[config.mk]
export PLATFORM = sky130hd
export DESIGN_NAME = video_line_crop_timer_top
export DESIGN_NICKNAME = d
export VERILOG_FILES = /design/src/vlct_pkg.sv /design/src/video_line_crop_timer_top.sv /design/src/vlct_window.sv /design/src/vlct_core.sv
export SDC_FILE = /design/constraint.sdc
export NUM_CORES = 1
export LEC_CHECK = 0
export ABC_CLOCK_PERIOD_IN_PS = 11500
export BUFFER_PORTS_ARGS = -buffer_cell sky130_fd_sc_hd__buf_2
export CORE_UTILIZATION = 30
export DETAILED_ROUTE_END_ITERATION = 16
export SLEW_MARGIN = 20
export SYNTH_ARGS = -nofsm -noshare
export SYNTH_HDL_FRONTEND = slang
export SYNTH_HIERARCHICAL = 1
export SYNTH_SLANG_ARGS = --single-unit
[constraint.sdc]
create_clock -name clk_i -period 11.5 [get_ports clk_i]
set_clock_uncertainty 0.15 [all_clocks]
set_input_delay 2.3 -clock clk_i [delete_from_list [all_inputs] [get_ports clk_i]]
set_output_delay 2.3 -clock clk_i [all_outputs]
set_load 0.02 [all_outputs]
[src/vlct_pkg.sv]
package vlct_pkg;

  localparam int unsigned LineW  = 9;
  localparam int unsigned FieldW = 7;
  localparam int unsigned TimeW  = 16;

  localparam logic [LineW-1:0]  MaxLines     = LineW'(500);
  localparam logic [FieldW-1:0] FieldWrap    = FieldW'(100);
  localparam logic [FieldW-1:0] FieldBlinkOn = FieldW'(50);

  // Event codes carried in the input tuser field.
  localparam logic [1:0] EvLineSync  = 2'd0;
  localparam logic [1:0] EvFieldSync = 2'd1;
  localparam logic [1:0] EvOverflow  = 2'd2;

  // Crop modes.
  localparam logic [1:0] ModeNone     = 2'd0;
  localparam logic [1:0] ModeArtifact = 2'd1;
  localparam logic [1:0] ModeSymm     = 2'd2;
  localparam logic [1:0] ModeBorders  = 2'd3;

  typedef struct packed {
    logic [LineW-1:0] field_lo;
    logic [LineW-1:0] field_hi;
    logic [LineW-1:0] screen_lo;
    logic [LineW-1:0] screen_hi;
    logic [TimeW-1:0] start;
    logic [TimeW-1:0] border_len;
    logic [TimeW-1:0] screen_len;
    logic [TimeW-1:0] alt_len;
  } crop_row_t;

  function automatic crop_row_t crop_row(input logic [1:0] mode);
    crop_row_t r;
    r = '0;
    case (mode)
      ModeArtifact: r = '{9'd7, 9'd307, 9'd0,  9'd400, 16'd99, 16'd1055, 16'd12, 16'd0};
      ModeSymm:     r = '{9'd7, 9'd307, 9'd0,  9'd400, 16'd99, 16'd1055, 16'd35, 16'd0};
      ModeBorders:  r = '{9'd7, 9'd307, 9'd25, 9'd293, 16'd99, 16'd1055, 16'd35, 16'd0};
      default:      r = '0;
    endcase
    return r;
  endfunction

  // Window prepared for the following line.
  typedef struct packed {
    logic             apply;
    logic [TimeW-1:0] start;
    logic [TimeW-1:0] length;
  } window_t;

  typedef struct packed {
    logic             window_valid;
    logic [TimeW-1:0] switch_on_time;
    logic [TimeW-1:0] switch_off_time;
    logic             compare_enable;
    logic             signal_led;
    logic             blink_led;
  } result_t;

endpackage

[src/video_line_crop_timer_top.sv]
// Channel   Direction  Handshake                 Payload
// s_axis    in         s_axis_tvalid/tready      tuser: event_kind; tdata: capture_time
// m_axis    out        m_axis_tvalid/tready      tuser: window_valid; tdata: times and lamps
// cfg       in         cfg_we_i (no wait)        cfg_wdata_i: crop_mode
//
// Each item passes an input register and then a result register before its result
// appears on m_axis; one item is accepted every cycle while m_axis_tready
// is high. The state update and crop-window lookup are one short combinational step
// taken as an item moves from the input register into the result register.
// Reset clears all counters, lamps, the prepared window and the crop mode.
// A stall on the output holds the result register and backs up into the input register.
module video_line_crop_timer_top (
  input  logic        clk_i,
  input  logic        rst_ni,
  input  logic        cfg_we_i,
  input  logic [1:0]  cfg_wdata_i,   // crop_mode
  input  logic        s_axis_tvalid,
  output logic        s_axis_tready,
  input  logic [15:0] s_axis_tdata,  // [15:0] capture_time
  input  logic [1:0]  s_axis_tuser,  // [1:0] event_kind
  output logic        m_axis_tvalid,
  input  logic        m_axis_tready,
  // [15:0] switch_on_time, [31:16] switch_off_time, [32] compare_enable,
  // [33] signal_led, [34] blink_led, [39:35] zero
  output logic [39:0] m_axis_tdata,
  output logic        m_axis_tuser   // [0] window_valid
);
  import vlct_pkg::*;

  logic [1:0]       mode_q;
  logic             in_valid_q;
  logic [1:0]       in_kind_q;
  logic [TimeW-1:0] in_cap_q;
  logic             out_valid_q;
  result_t          out_q;
  result_t          res;
  logic             advance;

  // The input register moves forward whenever the result register is empty or
  // is being drained in the same cycle.
  assign advance       = in_valid_q && (!out_valid_q || m_axis_tready);
  assign s_axis_tready = !in_valid_q || advance;

  vlct_core u_core (
    .clk_i  (clk_i),
    .rst_ni (rst_ni),
    .mode_i (mode_q),
    .step_i (advance),
    .kind_i (in_kind_q),
    .cap_i  (in_cap_q),
    .res_o  (res)
  );

  always_ff @(posedge clk_i or negedge rst_ni) begin
    if (!rst_ni) begin
      mode_q <= ModeNone;
    end else if (cfg_we_i) begin
      mode_q <= cfg_wdata_i;
    end
  end

  always_ff @(posedge clk_i or negedge rst_ni) begin
    if (!rst_ni) begin
      in_valid_q <= 1'b0;
    end else if (s_axis_tready) begin
      in_valid_q <= s_axis_tvalid;
    end
  end

  always_ff @(posedge clk_i) begin
    if (s_axis_tready && s_axis_tvalid) begin
      in_kind_q <= s_axis_tuser;
      in_cap_q  <= s_axis_tdata;
    end
  end

  always_ff @(posedge clk_i or negedge rst_ni) begin
    if (!rst_ni) begin
      out_valid_q <= 1'b0;
    end else if (advance) begin
      out_valid_q <= 1'b1;
    end else if (m_axis_tready) begin
      out_valid_q <= 1'b0;
    end
  end

  always_ff @(posedge clk_i) begin
    if (advance) begin
      out_q <= res;
    end
  end

  assign m_axis_tvalid = out_valid_q;
  assign m_axis_tuser  = out_q.window_valid;
  assign m_axis_tdata  = {5'b0, out_q.blink_led, out_q.signal_led, out_q.compare_enable,
                          out_q.switch_off_time, out_q.switch_on_time};

endmodule

[src/vlct_window.sv]
module vlct_window (
  input  logic [1:0]                 mode_i,
  input  logic [vlct_pkg::LineW-1:0] line_i,
  output vlct_pkg::window_t          win_o
);
  import vlct_pkg::*;

  crop_row_t row;
  logic      in_field;
  logic      in_screen;

  always_comb begin
    row       = crop_row(mode_i);
    in_field  = (line_i >= row.field_lo) && (line_i <= row.field_hi);
    in_screen = (line_i >= row.screen_lo) && (line_i <= row.screen_hi);

    win_o.apply = in_field && (row.start != '0);
    win_o.start = row.start;
    if (!in_screen) begin
      win_o.length = row.border_len;
    end else if (!line_i[0]) begin
      win_o.length = row.screen_len + row.alt_len;
    end else begin
      win_o.length = row.screen_len;
    end
  end

endmodule

[src/vlct_core.sv]
module vlct_core (
  input  logic                       clk_i,
  input  logic                       rst_ni,
  input  logic [1:0]                 mode_i,
  input  logic                       step_i,
  input  logic [1:0]                 kind_i,
  input  logic [vlct_pkg::TimeW-1:0] cap_i,
  output vlct_pkg::result_t          res_o
);
  import vlct_pkg::*;

  logic [LineW-1:0]  line_q, line_d;
  logic [FieldW-1:0] field_q, field_d, field_inc;
  logic              in_fs_q, in_fs_d;
  logic [TimeW-1:0]  start_q, start_d;
  logic [TimeW-1:0]  len_q, len_d;
  logic              cmp_q, cmp_d;
  logic              sig_q, sig_d;
  logic              blink_q, blink_d;
  logic [LineW-1:0]  win_line;
  logic [TimeW-1:0]  on_time;
  window_t           win;

  // A line sync prepares the window for the line it starts; a field sync
  // prepares it for line zero.
  assign win_line = (kind_i == EvLineSync) ? (line_q + LineW'(1)) : '0;

  vlct_window u_window (
    .mode_i (mode_i),
    .line_i (win_line),
    .win_o  (win)
  );

  always_comb begin
    line_d    = line_q;
    field_d   = field_q;
    in_fs_d   = in_fs_q;
    start_d   = start_q;
    len_d     = len_q;
    cmp_d     = cmp_q;
    sig_d     = sig_q;
    blink_d   = blink_q;
    field_inc = field_q + FieldW'(1);
    on_time   = cap_i + start_q;

    res_o.window_valid    = 1'b0;
    res_o.switch_on_time  = '0;
    res_o.switch_off_time = '0;

    case (kind_i)
      EvLineSync: begin
        if (start_q != '0) begin
          res_o.window_valid    = 1'b1;
          res_o.switch_on_time  = on_time;
          res_o.switch_off_time = on_time + len_q;
        end
        if (line_q < MaxLines) begin
          line_d = line_q + LineW'(1);
          if (win.apply) begin
            start_d = win.start;
            len_d   = win.length;
          end else begin
            start_d = '0;
          end
        end else begin
          start_d = '0;
        end
        in_fs_d = 1'b0;
      end
      EvFieldSync: begin
        if (!in_fs_q) begin
          in_fs_d = 1'b1;
          line_d  = '0;
          if (field_inc == FieldWrap) begin
            field_d = '0;
            blink_d = 1'b0;
          end else begin
            field_d = field_inc;
            if (field_inc == FieldBlinkOn) begin
              blink_d = 1'b1;
            end
          end
          if (win.apply) begin
            start_d = win.start;
            len_d   = win.length;
          end else begin
            start_d = '0;
          end
          cmp_d = 1'b1;
          sig_d = 1'b0;
        end
      end
      EvOverflow: begin
        cmp_d   = 1'b0;
        sig_d   = 1'b1;
        blink_d = 1'b0;
      end
      default: begin
      end
    endcase

    res_o.compare_enable = cmp_d;
    res_o.signal_led     = sig_d;
    res_o.blink_led      = blink_d;
  end

  always_ff @(posedge clk_i or negedge rst_ni) begin
    if (!rst_ni) begin
      line_q  <= '0;
      field_q <= '0;
      in_fs_q <= 1'b0;
      start_q <= '0;
      len_q   <= '0;
      cmp_q   <= 1'b0;
      sig_q   <= 1'b0;
      blink_q <= 1'b0;
    end else if (step_i) begin
      line_q  <= line_d;
      field_q <= field_d;
      in_fs_q <= in_fs_d;
      start_q <= start_d;
      len_q   <= len_d;
      cmp_q   <= cmp_d;
      sig_q   <= sig_d;
      blink_q <= blink_d;
    end
  end

endmodule

After elaboration in Yosys (flattened, before gate mapping)
Index checks and enable logic that the tools add are counted.
{"block": "word_totals", "reg_bits": 110, "input_bits": 25, "out_inout_bits": 43, "elab_cells": 86}
{"block": "op_classes", "addsub": 5, "order_cmp": 5, "n_eq_ne": 9, "muxes": 28, "bitwise": 1, "reduce_logical": 19}
{"op": "$pmux 94 s3", "count": 1}
{"op": "$mux 16", "count": 8}
{"op": "$pmux 16 s2", "count": 2}
{"op": "$add 16x16->16", "count": 3}
{"op": "$mux 33", "count": 1}
{"op": "$reduce_bool 16->1", "count": 2}
{"op": "$mux 9", "count": 3}
{"op": "$le 9x9->1", "count": 2}
{"op": "$pmux 9 s2", "count": 1}
{"op": "$add 9x1->9 const B", "count": 1}
{"op": "$ge 9x3->1", "count": 1}
{"op": "$ge 9x9->1", "count": 1}
{"op": "$lt 9x9->1 const B", "count": 1}
{"op": "$pmux 1 s2", "count": 4}
{"op": "$add 7x1->7 const B", "count": 1}
{"op": "$eq 7x6->1 const B", "count": 1}
{"op": "$eq 7x7->1 const B", "count": 1}
{"op": "$mux 1", "count": 7}
{"op": "$mux 7", "count": 1}
{"op": "$eq 2x2->1 const B", "count": 3}
{"op": "$reduce_and 3->1", "count": 2}
{"op": "$logic_and 1x1->1", "count": 5}
{"op": "$eq 2x1->1 const B", "count": 2}
{"op": "$ne 2x2->1 const B", "count": 2}
{"op": "7 further kinds", "count": 11}

Longest topological paths before layout
Gate-level depths: netlist (run 1).
{"block": "depth", "depth_word": 8, "mapped_depth": 17, "mapped_depth_nobuf": 17}

By module
Netlist (run 1), hierarchy kept.
{"mod": "vlct_core", "n_inst": 1, "cells_each": 458, "area_per_inst_um2": 4167.7, "seq_area_each_um2": 1301.2}
{"mod": "video_line_crop_timer_top", "n_inst": 1, "cells_each": 72, "area_per_inst_um2": 1839.3, "seq_area_each_um2": 1721.7}
{"mod": "vlct_window", "n_inst": 1, "cells_each": 91, "area_per_inst_um2": 693.2, "seq_area_each_um2": 0.0}

Worst setup path before layout (run 1)
OpenSTA, ideal clock, no wires.
{"block": "synth_timing", "path_type": "input-to-output", "from": "in m_axis_tready", "to": "out s_axis_tready", "t_arrival_ps": 2476, "required_ps": 9050, "path_slack_ps": 6574, "stages": 1, "n_path_buf": 0, "path_cell_list": "nand3b_4"}
{"block": "synth_via", "elab_chain_len": 3}
{"element": "start, declared", "line": "video_line_crop_timer_top.sv:22", "source": "input logic m_axis_tready,"}
{"element": "$logic_or 1x1->1", "line": "video_line_crop_timer_top.sv:41", "source": "assign advance = in_valid_q && (!out_valid_q || m_axis_tready);"}
{"element": "$logic_and 1x1->1", "line": "video_line_crop_timer_top.sv:41"}
{"element": "$logic_or 1x1->1", "line": "video_line_crop_timer_top.sv:42", "source": "assign s_axis_tready = !in_valid_q || advance;"}
{"element": "end, declared", "line": "video_line_crop_timer_top.sv:18", "source": "output logic s_axis_tready,"}
No other way between the ends.

Worst setup path after layout (run 1)
Ends and elaborated chain as after synthesis.

==> results of run 1 <==
cell families after synthesis:
logic type	after synthesis
AND/OR/NAND/NOR	172
AO/OA/AOI/OAI	132
flip-flops	110
buffers and inverters	83
adder cells (fa/ha/maj)	54
XOR/XNOR	39
multiplexers	29
other	2
cell usage after synthesis (all sizes together), types with 8 or more instances:
cell type / n
a21oi: 23
edfxtp: 54
xor2: 16
buf: 42
a22o: 19
ha: 52
and2: 20
a21o: 14
o21ai: 31
xnor2: 23
and3: 12
nor2b: 8
nor2: 46
nand2: 38
nor3: 8
dfrtp: 56
nand2b: 8
inv: 33
mux2: 22
path summary, 6_finish.rpt:
kind | from | end | slack (ps) | cells after the start
max | m_axis_tready | s_axis_tready | 6340 | 3
min | u_core/len_q[3] | u_core/len_q[3] | 350 | 1
max reg2reg | in_cap_q[5] | m_axis_tdata[31] | 7450 | 14
min reg2reg | u_core/len_q[3] | u_core/len_q[3] | 350 | 1
max in group asynchronous | rst_ni | mode_q[0] | 8750 | 2
min in group asynchronous | rst_ni | u_core/line_q[0] | 1940 | 2
layout by cell type, fill, tap and decap left out, types with 5 or more instances in the layout:
cell type	netlist	final
and2_1	18	17
nor3_1	8	8
nand2b_1	8	8
nand2_1	37	37
mux2i_1	7	7
a21oi_1	21	21
buf_2	4	62
xor2_1	15	15
nand3_1	6	6
xnor2_1	23	23
o21ai_0	30	30
mux2_2	17	17
nor4_1	7	7
a22o_1	19	19
dfrtp_1	56	56
clkbuf_16	0	9
ha_1	52	52
conb_1	2	26
o211ai_1	6	6
edfxtp_1	54	54
nor2_1	44	44
nor2b_1	8	8
and3_1	12	12
mux2_1	5	5
o21a_1	6	6
a21o_1	14	14
inv_1	33	33
worst register-to-register path, delay by kind of cell (launching register included):
family	cells	cell delay, ps
flops	1	440
simple gates	3	540
compound gates	7	1490
mux	1	210
fa+ha+maj	2	730
xor+xnor	1	260
state kept, by name, indices dropped and copies added, names as in the netlist, 2 cells and up:
| name | cells |
|---|---|
| u_core/field_q | 7 |
| u_core/len_q | 16 |
| u_core/start_q | 16 |
| mode_q | 2 |
| u_core/line_q | 9 |
| in_cap_q | 16 |
| m_axis_tdata | 35 |
| in_kind_q | 2 |
cell type report:
type / instances / area (sq um)
Inverter: 34 / 128.9
Fill cell: 2280 / 14440
Sequential cell: 110 / 3023
Multi-Input combinational cell: 452 / 3301
Clock buffer: 9 / 225.2
Timing Repair Buffer: 64 / 325.3
Clock inverter: 7 / 102.6
Tap cell: 280 / 350.3
power groups by stage:
stage / Combinational (W) / Clock, W / Sequential, W
after floorplan: 0.000358 / 0 / 0.000553
after global placement: 0.000461 / 0 / 0.000541
after detailed placement: 0.000467 / 0 / 0.000542
after CTS: 0.000470 / 0.000363 / 0.000534
after global routing: 0.000526 / 0.000375 / 0.000543
final: 0.000466 / 0.000346 / 0.000533
per-layer routing:
metal	wire length, um	GRT usage (%)	up-vias
li1	-	-	2267
met1	6249	15.45	2093
met2	6245	20.59	79
met3	484	2.651	11
met4	143	3.350	0
met5	0	0	-
per-stage QoR:
step | util [%] | setup WS, ps | power [W] | area (sq um) | instances
after detailed placement | 32.56 | 6335 | 0.001009 | 7128 | 940
final | 34.06 | 6337 | 0.001345 | 7456 | 956
after global placement | 32.56 | 6342 | 0.001002 | 7128 | 940
after global routing | 34.06 | 6308 | 0.001443 | 7456 | 956
after CTS | 34.06 | 6335 | 0.001367 | 7456 | 956
after floorplan | - | 6574 | 0.0009108 | 6790 | 645
==> qor.txt, run 1 <==
Outcome: finished clean
Max FO, Critical Path: 3
# port buffers: 62
Post-synth EDFFs: 54
Worst Path Buf+Inv: 2
Final wirelength: 13.12 mm
Core Region: 0.02189 sq mm
# nets final: 750
Synth cell types: 69
Final Hold Vio Count: 0
Worst setup EP type: primary output
Pre-antenna DRT Iters: 4
Slowest CP cell: buf_2
Top cell type's share of synthesized area: 24.20%
Die area: 0.02294 sq mm
Synth Area in XOR/XNOR: 5.210%
Static Leak: 3.463 nW
Worst EP arrival: 2710 ps
Slew Limit Fails: 0
Vias per cell: 4.655
Chip Height: 151.4 um
Cell chain of the critical path: buf_2, nand3b_4, buf_2
Internal power component: 0.0008858 W
N_diodes: 0
Crit path largest cell delay: 160 ps
Max-cap violations: 0
Worst-margin pin slew: 935.7 ps
Main area contributors after synthesis: edfxtp_1, dfrtp_1, ha_1, buf_4, xnor2_1
Required time of the critical path: 9050 ps
Starting Density: 30.61%
Delay-heaviest family, CP: buffers and inverters
HP Class: register to register
Sequential area share after synthesis: 45.12%
Worst-path clk slew: 80 ps
Synth Register Bits: 110
Initial antenna violation count: 0
Detail Route Antenna Nets: 0
Root buffer cell: clkbuf_16
Area Overhead vs Synth: 11.28%
Vias in the first global route: 4265
Switching Fraction: 34.14%
# clock sinks: 110
Max Fclk: 0.1937 GHz
Worst skew pair latency: 350 ps
GRT Residual Overflow: 0
RSZ-0062 raised after global routing: no
Initial DRC count: 170
First-pass GRT wire length: 21.15 mm
Post-CTS setup buffers: 0
CTS tree: yes
Cell taking the most area after synthesis: edfxtp_1
Setup TNS: 0 ps
Syn Inst Count: 621
Period utilization: 44.90%
Seq pwr share: 39.6%
Worst setup path class: primary input to primary output
Share of layout cells above drive strength 1: 17.60%
Routed len/inst: 13.73 um
Synth Area in Simple Gates: 13.41%
Most frequent CP cell: buf_2
Syn Std Cell Area: 0.006700 sq mm
Ys Warns: 6
Crit path time final: 5164 ps
CTS max path bufs: 2
# setup viols final: 0
DRC errors left: 0
Clock power frac: 25.7%
Final HPWL DP: 9.881 mm
CTS buffer count: 9
Synth Area in Adders: 10.31%
Hold-fix buffers, CTS: 0
Die X: 151.4 um
Main flop type after synthesis: dfrtp_1
Floorplan row count: 54
P per Cell Area: 180.4 mW/mm^2
H-tree Lvls: 3
Post-synthesis compound-gate area fraction: 14.12%
Min Hold Slack: 354.7 ps
Maximum VDD drop: 0.06941 mV
FFs w/ async S/R, synth: 50.91%
Multiplexer share of the synthesized area: 4.743%
Critical path launch point type: primary input
Syn Area/Cell: 10.79 sq um
Comb power frac: 34.7%
Slew margin rel.: 37.50%
Largest net degree at the start of global routing: 57
Post-CTS Resized: 0
Largest family of logic cells by synthesized area: compound AO/OA/AOI/OAI gates
Routability Congestion: 0.7939
IO Pins: 68
Gr usage total: 12.14%
Sw Pwr: 0.0004592 W
Via count: 4450
Note: power is estimated with default switching activity, not from simulation.
==> run 2: changes to the inputs <==
ABC_CLOCK_PERIOD_IN_PS = 4500   (was 11500)
clock period = 4.5 ns   (was 11.5 ns; I/O delays follow)
==> run 2 against run 1 <==
Wire length increased by 0.57%; clock power increased by 130%; register-to-register slack got worse by 7000 ps; cell area decreased by 0.25%; largest cell class unchanged; largest power group unchanged.
==> qor.txt, run 2 (synthesis results as in run 1) <==
Outcome: finished clean (unchanged)
# nets final: 752 (was 750)
Worst setup path start: u_core/start_q[5] (was m_axis_tready)
R2R depth: 14 (unchanged)
Starting Density: 30.61% (unchanged)
Worst flop-to-flop path startpoint: u_core/start_q[5] (was in_cap_q[5])
Reg2reg setup slack: 490 ps (was 7450 ps)
GRT Residual Overflow: 0 (unchanged)
Post-CTS setup buffers: 0 (unchanged)
Share of layout cells above drive strength 1: 17.85% (was 17.60%)
Floorplan row count: 54 (unchanged)
CTS buffer count: 9 (unchanged)
Initial antenna violation count: 0 (unchanged)
Area Overhead vs Synth: 11.00% (was 11.28%)
Via count: 4434 (was 4450)
Pre-antenna DRT Iters: 4 (unchanged)
Max-cap violations: 0 (unchanged)
Switching Fraction: 34.99% (was 34.14%)
Required time of the critical path: 4460 ps (was 9050 ps)
Static Leak: 3.453 nW (was 3.463 nW)
Die area: 0.02294 sq mm (unchanged)
Inst Count DP: 942 (was 940)
Slew margin rel.: 44.84% (was 37.50%)
Routed len/inst: 13.78 um (was 13.73 um)
Final WS setup: 492.8 ps (was 6337 ps)
# setup viols final: 0 (unchanged)
Max FO, Critical Path: 5 (was 3)
Worst setup EP type: register (was primary output)
H-tree Lvls: 3 (unchanged)
Worst EP arrival: 3970 ps (was 2710 ps)
Crit path time final: 4007 ps
Final non-filler cell total: 958 (was 956)
# port buffers: 62 (unchanged)
Final HPWL DP: 9.854 mm (was 9.881 mm)
Core Region: 0.02189 sq mm (unchanged)
Max reg flops: 35 (unchanged)
IO Pins: 68 (unchanged)
FILL cells: 2243 (was 2280)
Gr usage total: 12.17% (was 12.14%)
# clock sinks: 110 (unchanged)
Most common cell after layout, fill and taps aside: buf_2 (unchanged)
Largest net degree at the start of global routing: 43 (was 57)
Seq pwr share: 40.5% (was 39.6%)
Worst-margin pin slew: 827.3 ps (was 935.7 ps)
Maximum VDD drop: 0.1891 mV (was 0.06941 mV)
HP Class: register to register (unchanged)
Clock power frac: 23.8% (was 25.7%)
N_diodes: 0 (unchanged)
Worst skew pair latency: 350 ps (about the same)
Period utilization: 89.05%
Commonest cells after routing, fill and taps aside: buf_2, dfrtp_1, edfxtp_1 (unchanged)
DRC errors left: 0 (unchanged)
Last element of the critical path: m_axis_tdata[31] (was s_axis_tready)
Min Hold Slack: 357.9 ps (was 354.7 ps)
Hold-fix buffers, CTS: 0 (unchanged)
Max Fclk: 0.2496 GHz
Chip Height: 151.4 um (unchanged)
Initial DRC count: 148 (was 170)
Critical R2R Capture: m_axis_tdata[31] (unchanged)
Critical path launch point type: register (was primary input)
Worst-path clk slew: 70 ps (was 80 ps)
CTS tree: yes (unchanged)
Detail Route Antenna Nets: 0 (unchanged)
Worst slack, placed: 500.9 ps (was 6335 ps)
RSZ-0062 raised after global routing: no (unchanged)
CTS max path bufs: 2 (unchanged)
Sw Pwr: 0.001174 W (was 0.0004592 W)
Die X: 151.4 um (unchanged)
Slew Limit Fails: 0 (unchanged)
Routability Congestion: 0.8047 (was 0.7939)
Post-CTS Resized: 0 (unchanged)
Internal power component: 0.002181 W (was 0.0008858 W)
P per Cell Area: 451.1 mW/mm^2 (was 180.4 mW/mm^2)
First-pass GRT wire length: 21.38 mm (was 21.15 mm)
Worst setup path class: register to register (was primary input to primary output)
Final wirelength: 13.20 mm (was 13.12 mm)
Setup TNS: 0 ps (unchanged)
Comb power frac: 35.7% (was 34.7%)
Root buffer cell: clkbuf_16 (unchanged)
Final Hold Vio Count: 0 (unchanged)
Vias in the first global route: 4294 (was 4265)
Vias per cell: 4.628 (was 4.655)
-- run 2: critical path, stage by stage (launching register included) --
cell      delay (ps)
dfrtp_1          400
ha_1             360
and2_4           210
a221oi_4         300
nand2_1          140
a21o_1           200
a21o_1           180
xor2_1           270
ha_1             330
and3_1           190
a211oi_2         330
a31o_2           230
mux2i_1          220
a21oi_1           90
o21a_1           170
-- run 2: power groups by stage --
stage               Combinational, W  Clock, W  Sequential, W
global route                 0.00135  0.000863        0.00138
finish                       0.00120  0.000799        0.00136
global placement             0.00119         0        0.00138
CTS                          0.00121  0.000836        0.00136
detailed placement           0.00120         0        0.00138
floorplan                   0.000914         0        0.00141
-- run 2: routing by layer --
layer | track usage, % | up-vias | share of wire [%]
li1 | - | 2274 | -
met1 | 16.24 | 2073 | 50
met2 | 19.93 | 77 | 46
met3 | 2.500 | 10 | 3.4
met4 | 3.150 | 0 | 1.0
met5 | 0 | - | 0
-- run 2: layout make-up --
| cell class | instances | area [sq um] | area share [%] |
|---|---|---|---|
| Clock buffer | 11 | 252.7 | 3.398 |
| Clock inverter | 5 | 41.29 | 0.5552 |
| Inverter | 34 | 128.9 | 1.733 |
| Multi-Input combinational cell | 452 | 3301 | 44.38 |
| Sequential cell | 110 | 3023 | 40.65 |
| Tap cell | 280 | 350.3 | 4.711 |
| Timing Repair Buffer | 66 | 340.3 | 4.576 |
-- run 2: worst min-delay path by stage --
| stage | start | endpoint | cells after the start |
|---|---|---|---|
| 6_report | u_core/len_q[11] | u_core/len_q[11] | 1 |
| 3_3_place_gp | u_core/line_q[1] | u_core/line_q[1] | 2 |
| 3_5_place_dp | u_core/len_q[11] | u_core/len_q[11] | 1 |
| 5_1_grt | u_core/len_q[11] | u_core/len_q[11] | 1 |
| 4_1_cts | u_core/len_q[11] | u_core/len_q[11] | 1 |
| 2_1_floorplan | u_core/line_q[1] | u_core/line_q[1] | 2 |
-- run 2: per-stage QoR --
| stage | total power (W) | instance area, sq um | utilization [%] |
|---|---|---|---|
| final | 0.003355 | 7437 | 33.97 |
| after global routing | 0.003597 | 7437 | 33.97 |
| after CTS | 0.003405 | 7437 | 33.97 |
| after detailed placement | 0.002582 | 7143 | 32.63 |
| after global placement | 0.002566 | 7143 | 32.63 |
| after floorplan | 0.002328 | 6790 | - |
==> run 3: changes to the inputs <==
RECOVER_POWER = 50   (was unset)
==> run 3 against run 2 <==
The run now ends with max-capacitance violations, max-slew violations left; highest routed layer unchanged; critical path depth did not move; flip-flop and latch count did not move; largest power group unchanged; maximum frequency about the same; via count fell by 0.18%; worst setup slack worse by 0.62 ps.
==> qor.txt, run 3 (synthesis results as in run 1) <==
Root buffer cell: clkbuf_16 (unchanged)
Chip Height: 151.4 um (unchanged)
Worst setup path class: register to register (unchanged)
Max FO, Critical Path: 5 (unchanged)
Worst flop-to-flop path startpoint: u_core/start_q[5] (unchanged)
Worst setup path start: u_core/start_q[5] (unchanged)
Vias per cell: 4.620 (was 4.628)
Floorplan row count: 54 (unchanged)
Slew Limit Fails: 35 (was 0)
First-pass GRT wire length: 21.38 mm (unchanged)
IO Pins: 68 (unchanged)
Max Fclk: 0.2495 GHz (was 0.2496 GHz)
CTS tree: yes (unchanged)
Initial DRC count: 172 (was 148)
# setup viols final: 0 (unchanged)
Setup TNS: 0 ps (unchanged)
Maximum VDD drop: 0.1891 mV (about the same)
Post-CTS Resized: 0 (unchanged)
Post-CTS setup buffers: 0 (unchanged)
Crit path largest cell delay: 400 ps (about the same)
Register area: 0.003023 sq mm (unchanged)
H-tree Lvls: 3 (unchanged)
Reg2reg setup slack: 490 ps (about the same)
WHS Path Cells: 1 (unchanged)
Final core occ: 33.70% (was 33.97%)
Static Leak: 3.334 nW (was 3.453 nW)
Worst setup EP type: register (unchanged)
Worst skew pair latency: 350 ps (about the same)
Max-cap violations: 1 (was 0)
Via count: 4426 (was 4434)
Area Overhead vs Synth: 10.10% (was 11.00%)
Outcome: complete, but fails checks (was finished clean)
Die area: 0.02294 sq mm (unchanged)
Delay-heaviest family, CP: compound AO/OA/AOI/OAI gates (unchanged)
WP depth: 14 (unchanged)
N_diodes: 0 (unchanged)
Period utilization: 89.06% (was 89.05%)
# nets final: 752 (unchanged)
Worst Path Buf+Inv: 0 (unchanged)
Initial antenna violation count: 0 (unchanged)
Final wirelength: 13.25 mm (was 13.20 mm)
Slew margin rel.: -32.08% (was 44.84%)
Worst EP arrival: 3970 ps (about the same)
Failing checks: max-capacitance violations, max-slew violations
Slowest CP cell: dfrtp_1 (unchanged)
Cell chain of the critical path: ha_1, and2_4, a221oi_4, nand2_1, a21o_1, a21o_1, xor2_1, ha_1, and3_1, a211oi_2, a31o_2, mux2i_1, a21oi_1, o21a_1 (unchanged)
Routability Congestion: 0.8047 (unchanged)
CTS buffer count: 9 (unchanged)
Max reg flops: 35 (unchanged)
Total power: 0.003344 W (was 0.003355 W)
FILL cells: 2263 (was 2243)
Multi-input combinational cell area: 0.003286 sq mm (was 0.003301 sq mm)
Starting Density: 30.61% (unchanged)
Largest net degree at the start of global routing: 43 (unchanged)
Detail Route Antenna Nets: 0 (unchanged)
Crit path time final: 4008 ps (was 4007 ps)
Vias in the first global route: 4294 (unchanged)
Critical path launch point type: register (unchanged)
R2R depth: 14 (unchanged)
Worst slack, placed: 500.9 ps (unchanged)
Commonest cells after routing, fill and taps aside: dfrtp_1, edfxtp_1, ha_1 (was buf_2, dfrtp_1, edfxtp_1)
RSZ-0062 raised after global routing: no (unchanged)
Required time of the critical path: 4460 ps (about the same)
Core Region: 0.02189 sq mm (unchanged)
HP Class: register to register (unchanged)
DRC errors left: 0 (unchanged)
Share of layout cells above drive strength 1: 12.54% (was 17.85%)
Final Hold Vio Count: 0 (unchanged)
Final WS setup: 492.2 ps (was 492.8 ps)
Gr usage total: 12.17% (unchanged)
Routed len/inst: 13.83 um (was 13.78 um)
Worst-margin pin slew: 1981 ps (was 827.3 ps)
# port buffers: 62 (unchanged)
Critical R2R Capture: m_axis_tdata[31] (unchanged)
Die X: 151.4 um (unchanged)
Most common cell after layout, fill and taps aside: dfrtp_1 (was buf_2)
GRT Residual Overflow: 0 (unchanged)
P per Cell Area: 453.3 mW/mm^2 (was 451.1 mW/mm^2)
Hold-fix buffers, CTS: 0 (unchanged)
Pre-antenna DRT Iters: 4 (unchanged)
CTS max path bufs: 2 (unchanged)
Final HPWL DP: 9.854 mm (unchanged)
Last element of the critical path: m_axis_tdata[31] (unchanged)
Worst-path clk slew: 70 ps (about the same)
# clock sinks: 110 (unchanged)
[run 3: worst min path at each step]
| stage | start | endpoint | slack (ps) |
|---|---|---|---|
| 4_1_cts | u_core/len_q[11] | u_core/len_q[11] | 360 |
| 5_1_grt | u_core/len_q[11] | u_core/len_q[11] | 380 |
| 3_5_place_dp | u_core/len_q[11] | u_core/len_q[11] | 340 |
| 3_3_place_gp | u_core/line_q[1] | u_core/line_q[1] | 330 |
| 6_report | u_core/len_q[11] | u_core/len_q[11] | 360 |
| 2_1_floorplan | u_core/line_q[1] | u_core/line_q[1] | 310 |
[run 3: worst reg2reg max path, delay by kind of cell (launching register included)]
kind	cells	cell delay (ps)
flops	1	400
simple gates	3	540
mux	1	220
fa+ha+maj	2	690
compound gates	7	1500
xor+xnor	1	270
[run 3: per-stage QoR]
| stage | cells | hold WS, ps | area [sq um] |
|---|---|---|---|
| 2_1_floorplan | 645 | 306.7 | 6790 |
| 3_3_place_gp | 942 | 333.4 | 7143 |
| 3_5_place_dp | 942 | 342.5 | 7143 |
| 4_1_cts | 958 | 361.6 | 7437 |
| 5_1_grt | 958 | 384.0 | 7377 |
| 6_report | 958 | 355.2 | 7377 |
[run 3: where the power goes]
group	internal [W]	switching (W)	total [W]
registers	0.00125	0.000113	0.00136
logic	0.000510	0.000675	0.00119
clock network	0.000412	0.000386	0.000798
[run 3: layout make-up]
class / count / share of cell area (%)
clock buffer: 11 / 3.426
clock inverter: 5 / 0.5597
inverter: 34 / 1.747
multi-input combinational: 452 / 44.54
sequential: 110 / 40.98
tap: 280 / 4.749
timing repair buffer: 66 / 4.003
[run 3: metal layers]
| layer | global-route usage (%) | vias to the layer above | share of wire [%] |
|---|---|---|---|
| li1 | - | 2276 | - |
| met1 | 16.24 | 2060 | 49 |
| met2 | 19.93 | 80 | 46 |
| met3 | 2.500 | 10 | 3.7 |
| met4 | 3.150 | 0 | 1.0 |
| met5 | 0 | - | 0 |
